File: src/rtl/core/modular_exponentiation_assert.svh
// Assertion macros shared by the modular exponentiation RTL.
// Included by modules that carry concurrent checks; no other dependencies.
`ifndef MODULAR_EXPONENTIATION_ASSERT_SVH
`define MODULAR_EXPONENTIATION_ASSERT_SVH

// Property must hold at every clock edge outside reset.
`define MODEXP_ASSERT(name, clk, rstn, prop, msg) \
    name: assert property (@(posedge clk) disable iff (!rstn) prop) else $error(msg);

// Condition must never be true outside reset.
`define MODEXP_NEVER(name, clk, rstn, cond, msg) \
    name: assert property (@(posedge clk) disable iff (!rstn) !(cond)) else $error(msg);

`endif

File: src/rtl/core/modexp_pkg.sv
// Types and constants for the modular exponentiation block.
// No dependencies.
`timescale 1ns / 1ps

package modexp_pkg;

    localparam int OPERAND_WIDTH = 62;
    localparam int EXP_WIDTH     = 63;
    localparam int CNT_WIDTH     = $clog2(OPERAND_WIDTH);

    typedef logic [OPERAND_WIDTH-1:0] t_opnd;
    typedef logic [EXP_WIDTH-1:0]     t_exp;
    typedef logic [CNT_WIDTH-1:0]     t_cnt;

    localparam t_opnd OPND_ZERO = '0;
    localparam t_opnd OPND_ONE  = t_opnd'(1);
    localparam t_cnt  CNT_LAST  = t_cnt'(OPERAND_WIDTH - 1);

    typedef enum logic [2:0] {
        ST_IDLE,
        ST_REDUCE,
        ST_BIT,
        ST_MUL_DBL,
        ST_MUL_ADD,
        ST_MUL_END,
        ST_DONE
    } t_state;

    typedef struct packed {
        t_opnd base_value;
        t_exp  exponent;
        t_opnd modulus;
    } t_req;

    typedef struct packed {
        logic idle;
        logic done;
    } t_core_stat;

endpackage

File: src/rtl/core/modexp_addmod.sv
// Shared modular adder: (a + b + cin) mod m, valid for a + b + cin < 2m.
// Depends on modexp_pkg.
`timescale 1ns / 1ps

module modexp_addmod import modexp_pkg::*; (
    input  t_opnd i_a,
    input  t_opnd i_b,
    input  logic  i_cin,
    input  t_opnd i_m,
    output t_opnd o_sum
);

    logic [OPERAND_WIDTH:0] sum_raw;
    logic [OPERAND_WIDTH:0] sum_sub;

    assign sum_raw = {1'b0, i_a} + {1'b0, i_b} + {{OPERAND_WIDTH{1'b0}}, i_cin};
    assign sum_sub = sum_raw - {1'b0, i_m};
    assign o_sum   = (sum_raw >= {1'b0, i_m}) ? sum_sub[OPERAND_WIDTH-1:0]
                                              : sum_raw[OPERAND_WIDTH-1:0];

endmodule

File: src/rtl/core/modexp_core.sv
// Square-and-multiply sequencer with shift-and-add modular products.
// Depends on modexp_pkg, modexp_addmod and modular_exponentiation_assert.svh.
`timescale 1ns / 1ps
`include "modular_exponentiation_assert.svh"

module modexp_core import modexp_pkg::*; (
    input  logic       i_clk,
    input  logic       i_rst_n,
    input  logic       i_start,
    input  t_req       i_req,
    input  logic       i_res_ready,
    output t_core_stat o_stat,
    output t_opnd      o_result
);

    t_state r_state, n_state;
    t_opnd  r_m, n_m;
    t_exp   r_exp, n_exp;
    t_opnd  r_pow, n_pow;
    t_opnd  r_acc, n_acc;
    t_opnd  r_prod, n_prod;
    t_opnd  r_mcand, n_mcand;
    t_opnd  r_mplier, n_mplier;
    t_cnt   r_cnt, n_cnt;
    logic   r_is_sq, n_is_sq;

    t_opnd  add_b;
    logic   add_cin;
    t_opnd  add_sum;
    logic   cnt_last;
    logic   exp_rest_zero;
    t_opnd  mplier_shl;
    t_cnt   cnt_dec;

    assign cnt_last      = (r_cnt == '0);
    assign exp_rest_zero = (r_exp[EXP_WIDTH-1:1] == '0);
    assign mplier_shl    = {r_mplier[OPERAND_WIDTH-2:0], 1'b0};
    assign cnt_dec       = r_cnt - t_cnt'(1);

    assign add_b   = (r_state == ST_MUL_ADD) ? r_mcand : r_prod;
    assign add_cin = (r_state == ST_REDUCE) ? r_mplier[OPERAND_WIDTH-1] : 1'b0;

    modexp_addmod u_addmod (
        .i_a   (r_prod),
        .i_b   (add_b),
        .i_cin (add_cin),
        .i_m   (r_m),
        .o_sum (add_sum)
    );

    always_comb begin
        n_state = r_state;
        unique case (r_state)
            ST_IDLE: begin
                if (i_start) begin
                    if (i_req.exponent == '0 || i_req.modulus == '0) begin
                        n_state = ST_DONE;
                    end else begin
                        n_state = ST_REDUCE;
                    end
                end
            end
            ST_REDUCE: begin
                if (cnt_last) begin
                    n_state = ST_BIT;
                end
            end
            ST_BIT: begin
                n_state = ST_MUL_DBL;
            end
            ST_MUL_DBL: begin
                if (r_mplier[OPERAND_WIDTH-1]) begin
                    n_state = ST_MUL_ADD;
                end else if (cnt_last) begin
                    n_state = ST_MUL_END;
                end
            end
            ST_MUL_ADD: begin
                n_state = cnt_last ? ST_MUL_END : ST_MUL_DBL;
            end
            ST_MUL_END: begin
                if (r_is_sq) begin
                    n_state = ST_BIT;
                end else if (exp_rest_zero) begin
                    n_state = ST_DONE;
                end else begin
                    n_state = ST_MUL_DBL;
                end
            end
            ST_DONE: begin
                if (i_res_ready) begin
                    n_state = ST_IDLE;
                end
            end
            default: begin
                n_state = ST_IDLE;
            end
        endcase
    end

    always_comb begin
        n_m      = r_m;
        n_exp    = r_exp;
        n_pow    = r_pow;
        n_acc    = r_acc;
        n_prod   = r_prod;
        n_mcand  = r_mcand;
        n_mplier = r_mplier;
        n_cnt    = r_cnt;
        n_is_sq  = r_is_sq;
        unique case (r_state)
            ST_IDLE: begin
                if (i_start) begin
                    n_m      = i_req.modulus;
                    n_exp    = i_req.exponent;
                    n_mplier = i_req.base_value;
                    n_prod   = OPND_ZERO;
                    n_cnt    = CNT_LAST;
                    n_acc    = (i_req.exponent == '0) ? OPND_ONE : OPND_ZERO;
                end
            end
            ST_REDUCE: begin
                n_prod   = add_sum;
                n_mplier = mplier_shl;
                n_cnt    = cnt_dec;
                if (cnt_last) begin
                    n_pow = add_sum;
                    n_acc = (r_m == OPND_ONE) ? OPND_ZERO : OPND_ONE;
                end
            end
            ST_BIT: begin
                n_prod  = OPND_ZERO;
                n_cnt   = CNT_LAST;
                n_mcand = r_pow;
                if (r_exp[0]) begin
                    n_mplier = r_acc;
                    n_is_sq  = 1'b0;
                end else begin
                    n_mplier = r_pow;
                    n_is_sq  = 1'b1;
                end
            end
            ST_MUL_DBL: begin
                n_prod = add_sum;
                if (!r_mplier[OPERAND_WIDTH-1]) begin
                    n_mplier = mplier_shl;
                    if (!cnt_last) begin
                        n_cnt = cnt_dec;
                    end
                end
            end
            ST_MUL_ADD: begin
                n_prod   = add_sum;
                n_mplier = mplier_shl;
                if (!cnt_last) begin
                    n_cnt = cnt_dec;
                end
            end
            ST_MUL_END: begin
                if (r_is_sq) begin
                    n_pow = r_prod;
                    n_exp = r_exp >> 1;
                end else begin
                    // multiply done; square of the same power follows unless no higher bit is set
                    n_acc    = r_prod;
                    n_mplier = r_pow;
                    n_mcand  = r_pow;
                    n_prod   = OPND_ZERO;
                    n_cnt    = CNT_LAST;
                    n_is_sq  = 1'b1;
                end
            end
            ST_DONE: begin
            end
            default: begin
            end
        endcase
    end

    always_ff @(posedge i_clk) begin
        if (!i_rst_n) begin
            r_state <= ST_IDLE;
        end else begin
            r_state <= n_state;
        end
    end

    always_ff @(posedge i_clk) begin
        r_m      <= n_m;
        r_exp    <= n_exp;
        r_pow    <= n_pow;
        r_acc    <= n_acc;
        r_prod   <= n_prod;
        r_mcand  <= n_mcand;
        r_mplier <= n_mplier;
        r_cnt    <= n_cnt;
        r_is_sq  <= n_is_sq;
    end

    assign o_stat.idle = (r_state == ST_IDLE);
    assign o_stat.done = (r_state == ST_DONE);
    assign o_result    = r_acc;

    `MODEXP_ASSERT(a_prod_reduced, i_clk, i_rst_n, ((r_state == ST_MUL_DBL || r_state == ST_MUL_ADD) |-> (r_prod < r_m)), "partial product not reduced")
    `MODEXP_ASSERT(a_mcand_reduced, i_clk, i_rst_n, ((r_state == ST_MUL_ADD) |-> (r_mcand < r_m)), "multiplicand not reduced")
    `MODEXP_NEVER(a_start_busy, i_clk, i_rst_n, (i_start && r_state != ST_IDLE), "start while busy")
    `MODEXP_ASSERT(a_done_holds, i_clk, i_rst_n, ((r_state == ST_DONE && !i_res_ready) |=> (r_state == ST_DONE)), "result dropped")

endmodule

File: src/rtl/core/modular_exponentiation.sv
// Top level of the modular exponentiation block: request/result handshake and
// output register around the sequencer. Depends on modexp_pkg and modexp_core.
//
//   channel   direction  handshake                  payload
//   request   in         i_in_valid / o_in_ready    i_base_value, i_exponent, i_modulus
//   result    out        o_out_valid / i_out_ready  o_power_result
//
// One request at a time; o_in_ready is high only while the sequencer is idle.
// The base is first reduced mod the modulus, one step per base bit; each exponent
// bit up to the top set bit gets a decision step, then, if set, a multiply, then
// a square (except after the top bit); a product doubles once per multiplier bit
// and adds the multiplicand for each set bit on the single shared modular adder.
// A zero exponent or zero modulus goes from idle straight to the done state.
// A result held in the output register does not block the next request.
// Reset (synchronous, active low) clears the sequencer state and o_out_valid.
`timescale 1ns / 1ps

module modular_exponentiation import modexp_pkg::*; (
    input  logic  i_clk,
    input  logic  i_rst_n,
    input  logic  i_in_valid,
    output logic  o_in_ready,
    input  t_opnd i_base_value,
    input  t_exp  i_exponent,
    input  t_opnd i_modulus,
    output logic  o_out_valid,
    input  logic  i_out_ready,
    output t_opnd o_power_result
);

    t_req       req;
    t_core_stat core_stat;
    t_opnd      core_result;
    logic       res_ready;
    logic       start;
    logic       r_out_valid, n_out_valid;
    t_opnd      r_result, n_result;

    assign req.base_value = i_base_value;
    assign req.exponent   = i_exponent;
    assign req.modulus    = i_modulus;

    assign o_in_ready = core_stat.idle;
    assign start      = i_in_valid && core_stat.idle;
    assign res_ready  = !r_out_valid || i_out_ready;

    modexp_core u_core (
        .i_clk       (i_clk),
        .i_rst_n     (i_rst_n),
        .i_start     (start),
        .i_req       (req),
        .i_res_ready (res_ready),
        .o_stat      (core_stat),
        .o_result    (core_result)
    );

    always_comb begin
        n_out_valid = r_out_valid;
        n_result    = r_result;
        if (core_stat.done && res_ready) begin
            n_out_valid = 1'b1;
            n_result    = core_result;
        end else if (i_out_ready) begin
            n_out_valid = 1'b0;
        end
    end

    always_ff @(posedge i_clk) begin
        if (!i_rst_n) begin
            r_out_valid <= 1'b0;
        end else begin
            r_out_valid <= n_out_valid;
        end
    end

    always_ff @(posedge i_clk) begin
        r_result <= n_result;
    end

    assign o_out_valid    = r_out_valid;
    assign o_power_result = r_result;

endmodule
File: config.mk
export PLATFORM = sky130hd
export DESIGN_NAME = modular_exponentiation
export DESIGN_NICKNAME = d
export VERILOG_FILES = /design/src/rtl/core/modexp_pkg.sv /design/src/rtl/core/modexp_addmod.sv /design/src/rtl/core/modexp_core.sv /design/src/rtl/core/modular_exponentiation.sv
export VERILOG_INCLUDE_DIRS = /design/src /design/src/rtl/core
export SDC_FILE = /design/constraint.sdc
export NUM_CORES = 1
export LEC_CHECK = 0
export ABC_AREA = 1
export BUFFER_PORTS_ARGS = -buffer_cell sky130_fd_sc_hd__buf_4
export CAP_MARGIN = 20
export CORE_ASPECT_RATIO = 0.75
export CORE_MARGIN = 2
export CORE_UTILIZATION = 35
export CTS_CLUSTER_SIZE = 16
export DETAILED_ROUTE_END_ITERATION = 12
export SETUP_SLACK_MARGIN = 0.3
export SLEW_MARGIN = 20
export SYNTH_ARGS = -nofsm -noshare
export SYNTH_HDL_FRONTEND = slang
export SYNTH_SLANG_ARGS = --single-unit
File: constraint.sdc
create_clock -name i_clk -period 19.1 [get_ports i_clk]
set_input_delay 3.82 -clock i_clk [delete_from_list [all_inputs] [get_ports i_clk]]
set_output_delay 3.82 -clock i_clk [all_outputs]
set_load 0.02 [all_outputs]
# == After elaboration in Yosys (flattened, before gate mapping) ==
# Index checks and enable logic that the tools add are counted.
# word_totals
output_inout_bits,64
ff_bits,508
input_bits,191
word_cells,105
# classes
add_sub_neg,4
n_lt_le_gt_ge,1
muxes,43
reduce_logical,30
eq_ne,14
# ops
cell,n
$mux W62,13
$pmux W62 S5,1
$pmux W62 S2,2
$pmux W62 S4,1
$pmux W62 S3,1
$mux W63,2
$pmux W63 S2,1
$logic_not A62 Y1,2
$add A62 B62 Y63,1
$add A63 B1 Y63,1
$ge A63 B62 Y1,1
$logic_not A63 Y1,1
$eq A62 B1 Y1 const B,1
$sub A62 B62 Y62,1
$pmux W6 S6,1
$mux W3,9
$mux W6,4
$pmux W3 S7,1
$reduce_and A4 Y1,4
$reduce_and A3 Y1,4
$eq A3 B3 Y1 const B,3
$ne A2 B1 Y1 const B,4
$reduce_bool A2 Y1,4
$eq A3 B2 Y1 const B,2
18 further kinds,27

# == Logic depth before layout (Yosys ltp) ==
# logic_depth
word_depth,8
ltp_mapped,40
depth_no_buf,39

# == Modules after synthesis ==
# From an unflattened synthesis, not the netlist that was laid out.
# hier_totals
cells_unflattened,4651
hier_area_um2,33836.2
# modules_own_cells
mod,area_per_inst_um2,seq_area_each_um2,instances,cells_each
modexp_core,19759.0,13332.8,1,1944
modexp_addmod,12156.7,0.0,1,2636
modular_exponentiation,1920.6,1881.8,1,71

# == Least setup slack after synthesis ==
# No wires, ideal clock.
# synth_path
path_kind,input to register
start,input port i_in_valid
end,"register u_core.r_acc[0], in the netlist u_core.o_result[0] (enable)"
setup_time_ps,594
path_stages,4
required_ps,18506
path_buffers,0
arrival_ps,8721
setup_slack_ps,9785
path_cell_list,nor2_1 -> inv_1 -> o21ai_0 -> a311oi_1
# synth_via
elab_chain_len,3
# synth_rtl
item,line_no,source
from (decl),modular_exponentiation.sv:21,"input logic i_in_valid,"
$logic_and A1 B1 Y1,modular_exponentiation.sv:44,assign start = i_in_valid && core_stat.idle;
$ne A2 B1 Y1 (no source line),n/a,
$reduce_and A4 Y1 (no source line),n/a,
to (signal assigned),modexp_core.sv:192,r_acc <= n_acc;
to (decl),modexp_core.sv:20,"t_opnd r_acc, n_acc;"
# No other way between the ends.
# A chain may end at the register's enable or synchronous reset.

# == Final worst setup path ==
# layout_path
start,register u_core.r_state[0]
end,register u_core.r_prod[44] (data pin)
# layout_via
elab_chain_len,7
word_cells_on_any_way,15
classes_between,add/sub: 3; order compare: 1; eq/ne: 5; mux: 4; reduce/logical: 2
# layout_rtl
item,line_no,source
from (decl),modexp_core.sv:16,"t_state r_state, n_state;"
from (signal assigned),modexp_core.sv:184,r_state <= n_state;
$eq A3 B3 Y1,"modexp_core.sv:40, modexp_core.sv:111",
$mux W62,modexp_core.sv:40,assign add_b = (r_state == ST_MUL_ADD) ? r_mcand : r_prod;
$add A62 B62 Y63,modexp_addmod.sv:16,"assign sum_raw = {1'b0, i_a} + {1'b0, i_b} + {{OPERAND_WIDTH{1'b0}}, i_cin};"
$add A63 B1 Y63,modexp_addmod.sv:16,
$sub A62 B62 Y62 or $ge A63 B62 Y1 (tied branches),"modexp_addmod.sv:17, modexp_addmod.sv:18",
$mux W62,modexp_addmod.sv:18,"assign o_sum = (sum_raw >= {1'b0, i_m}) ? sum_sub[OPERAND_WIDTH-1:0]"
$pmux W62 S4 *,modexp_core.sv:111,unique case (r_state)
to (signal assigned),modexp_core.sv:193,r_prod <= n_prod;
to (decl),modexp_core.sv:21,"t_opnd r_prod, n_prod;"
# Mark *: on every way between the ends. The rest lies on a longest branch, timed or not.

==> metrics <==
cell mode on critical path=nand2_1; Initial Util=35.29%; post-synthesis sequential area ratio=47.16%; Slew @ Worst Pin=1.133 ns; Synth top area share=46.91%; worst-path fanout max=90; syn nets=4470; Buffers on Ports=254; #FFs+latches synth=508; Synth Area in XOR/XNOR=1.955%; routed wl met3=9796 um; Max transition margin=23.68%; antenna violations before repair=5; CP startpoint kind=flip-flop; grt ovf=0; type of the worst setup path=flip-flop to flip-flop; first-pass GRT wire length=174300 um; Syn Area/Cell=7.772 um^2; Worst EP required=19.46 ns; P&R area growth vs syn=15.67%; largest family of logic cells by synthesized area=simple AND/OR/NAND/NOR gates; Mapped Cells=4151; Synth Area in Compound Gates=8.975%; CTS Hold Bufs=0; status=completed; layout cells sized above 1=9.270%; final setup violation count=0; Max Used Layer=met4; GR Util All Layers=24.67%; Post-synth EDFFs=504; H-Tree Depth=2; Ys Warns=0; TritonRoute pass-1 iters=9; Final Hold Violating Endpoints=0; residual DRC count=0; Ports=255; CP endpoint kind=flip-flop; CTS tree=built; die area=0.09464 mm^2; post-synthesis simple-gate area fraction=27.13%; top-count cell post-synth=nand2_1; post-synthesis cell type count=45; pin count of the biggest net entering global routing=114; drt initial violations=3080; Die W=354.6 um; Clock Tree Buf Depth=3; fin crit period=8.919 ns; Die Y=266.9 um; Post-Synth Adder-Cell Area=5.034%; drt total wl=119600 um; CP peak stage delay=0.78 ns; top post-synthesis cells by area=edfxtp_1 47%, nand2_1 15%, inv_1 7.6%; Post-DRT Antenna Nets=0; DR vias=28810; CTS clock-pin slew for the worst setup and hold paths=0.06 ns; RSZ-0062 raised after global routing=no; multiplexer share of the synthesized area=0.6632%; fin nets=4700; number of global-route vias before repair=27080; core box area=0.09141 mm^2; top post-synthesis cells by count=1288 x nand2_1, 656 x inv_1, 504 x edfxtp_1; period utilisation layout=46.70%; fmax=112.1 MHz; Crit-path slowest cell=buf_4; drt wl/cell=21.17 um; met1 WL=54960 um; Post-CTS Setup Bufs=0; Placer Congestion=1.050; post-synth top area cell=edfxtp_1; prevailing post-synth register cell=edfxtp_1; clk sink count=508; CTS Root Cell=clkbuf_16; share of flip-flops with an asynchronous set or reset=0%; Fin Clk Skew=0.02972 ns; max_cap viols=0; post-cts sizing count=0; post-DR vias/cell=5.099; Final TNS setup=0 ns; max-slew violation count=0; WL met2=51270 um; CP arrival=9.28 ns; Num CTS Buffers=52; hold crit path type=flip-flop to flip-flop; HPWL Detailed=95730 um; Netlist Area Pre-Place=0.03226 mm^2; Worst-Skew Late Latency=0.64 ns; Cell Rows=96
[area by class of cell]
class / count / area [um^2]
clock inverters: 36 / 420.4
flip-flops and latches: 508 / 15210
clock buffers: 60 / 1331
multi-input cells: 2879 / 14230
repair buffers: 279 / 2095
well taps: 1225 / 1533
diodes: 1 / 2.502
fillers: 9366 / 54090
inverters: 661 / 2486
[layer usage]
metal / up-vias / track usage, %
met1: 13550 / 35.56
li1: 14060 / -
met5: - / 0
met2: 1060 / 37.10
met4: 0 / 7.398
met3: 130 / 5.046
[per-stage QoR]
stage / instance area, um^2 / worst slack, ns / instances / utilization (%) / hold slack (ns)
6_report: 37320 / 10.18 / 5649 / 40.82 / 0.4352
5_1_grt: 37320 / 9.691 / 5649 / 40.82 / 0.4514
4_1_cts: 37310 / 10.46 / 5648 / 40.82 / 0.4419
3_5_place_dp: 35560 / 10.49 / 5552 / 38.90 / 0.4306
3_3_place_gp: 35560 / 10.50 / 5552 / 38.90 / 0.4278
2_1_floorplan: 32260 / 9.785 / 4151 / - / 0.4204
[worst paths after layout]
check | start | end | slack, ns | cells after the start
max | u_core.r_state[0]$_SDFFE_PN0P_ | u_core.r_prod[44]$_SDFFCE_PN0P_ | 10.18 | 30
min | u_core.r_pow[30]$_DFFE_PP_ | u_core.r_mcand[30]$_DFFE_PP_ | 0.44 | 0
max reg2reg | u_core.r_state[0]$_SDFFE_PN0P_ | u_core.r_prod[44]$_SDFFCE_PN0P_ | 10.18 | 30
min reg2reg | u_core.r_pow[30]$_DFFE_PP_ | u_core.r_mcand[30]$_DFFE_PP_ | 0.44 | 0
[critical path, delay by kind of cell, from the launching register on]
family                     cells  cell delay (ns)
DFF                            1             0.40
and+or+nand+nor               20             5.28
adders and majority gates      2             0.87
AOI/OAI and AO/OA              1             0.19
buffers and inverters          7             1.58
[cells by family after synthesis]
| group | Yosys count |
|---|---|
| flip-flops | 508 |
| AND/OR/NAND/NOR | 2135 |
| adder cells (fa/ha/maj) | 128 |
| buffers and inverters | 764 |
| AO/OA/AOI/OAI | 525 |
| multiplexers | 19 |
| XOR/XNOR | 72 |
[flip-flops by register name, summed over array words and instances (netlist names), 62 cells and up]
name / count
u_core.r_exp: 63
o_power_result: 62
u_core.o_result: 62
u_core.r_m: 62
u_core.r_mcand: 62
u_core.r_mplier: 62
u_core.r_pow: 62
u_core.r_prod: 62
[placed cells by master, fill, tap and decap left out, types with 4 or more instances in the layout]
cell type and n:
nor3_1 28, bufinv_16 7, buf_4 279, nand3_1 250
clkbuf_1 8, o2111ai_1 5, a21o_1 10, inv_1 656
o21bai_1 24, clkinv_1 12, edfxtp_1 504, inv_6 5
nor4_1 56, xor2_1 34, nand2_1 1287, nand4_1 49
clkbuf_16 52, a41oi_1 19, o21ai_0 188, nand3b_1 17
ha_1 125, mux2_2 19, dfxtp_1 4, xnor2_1 38
a31oi_1 4, o211ai_1 11, a21oi_1 243, nor2_4 6
clkinv_2 7, a31o_2 9, nor2_1 425, clkinvlp_4 4
Power is left out: the tool's default activity adds up to more than one toggle a clock period on the data nets, which glitch-free logic cannot reach.
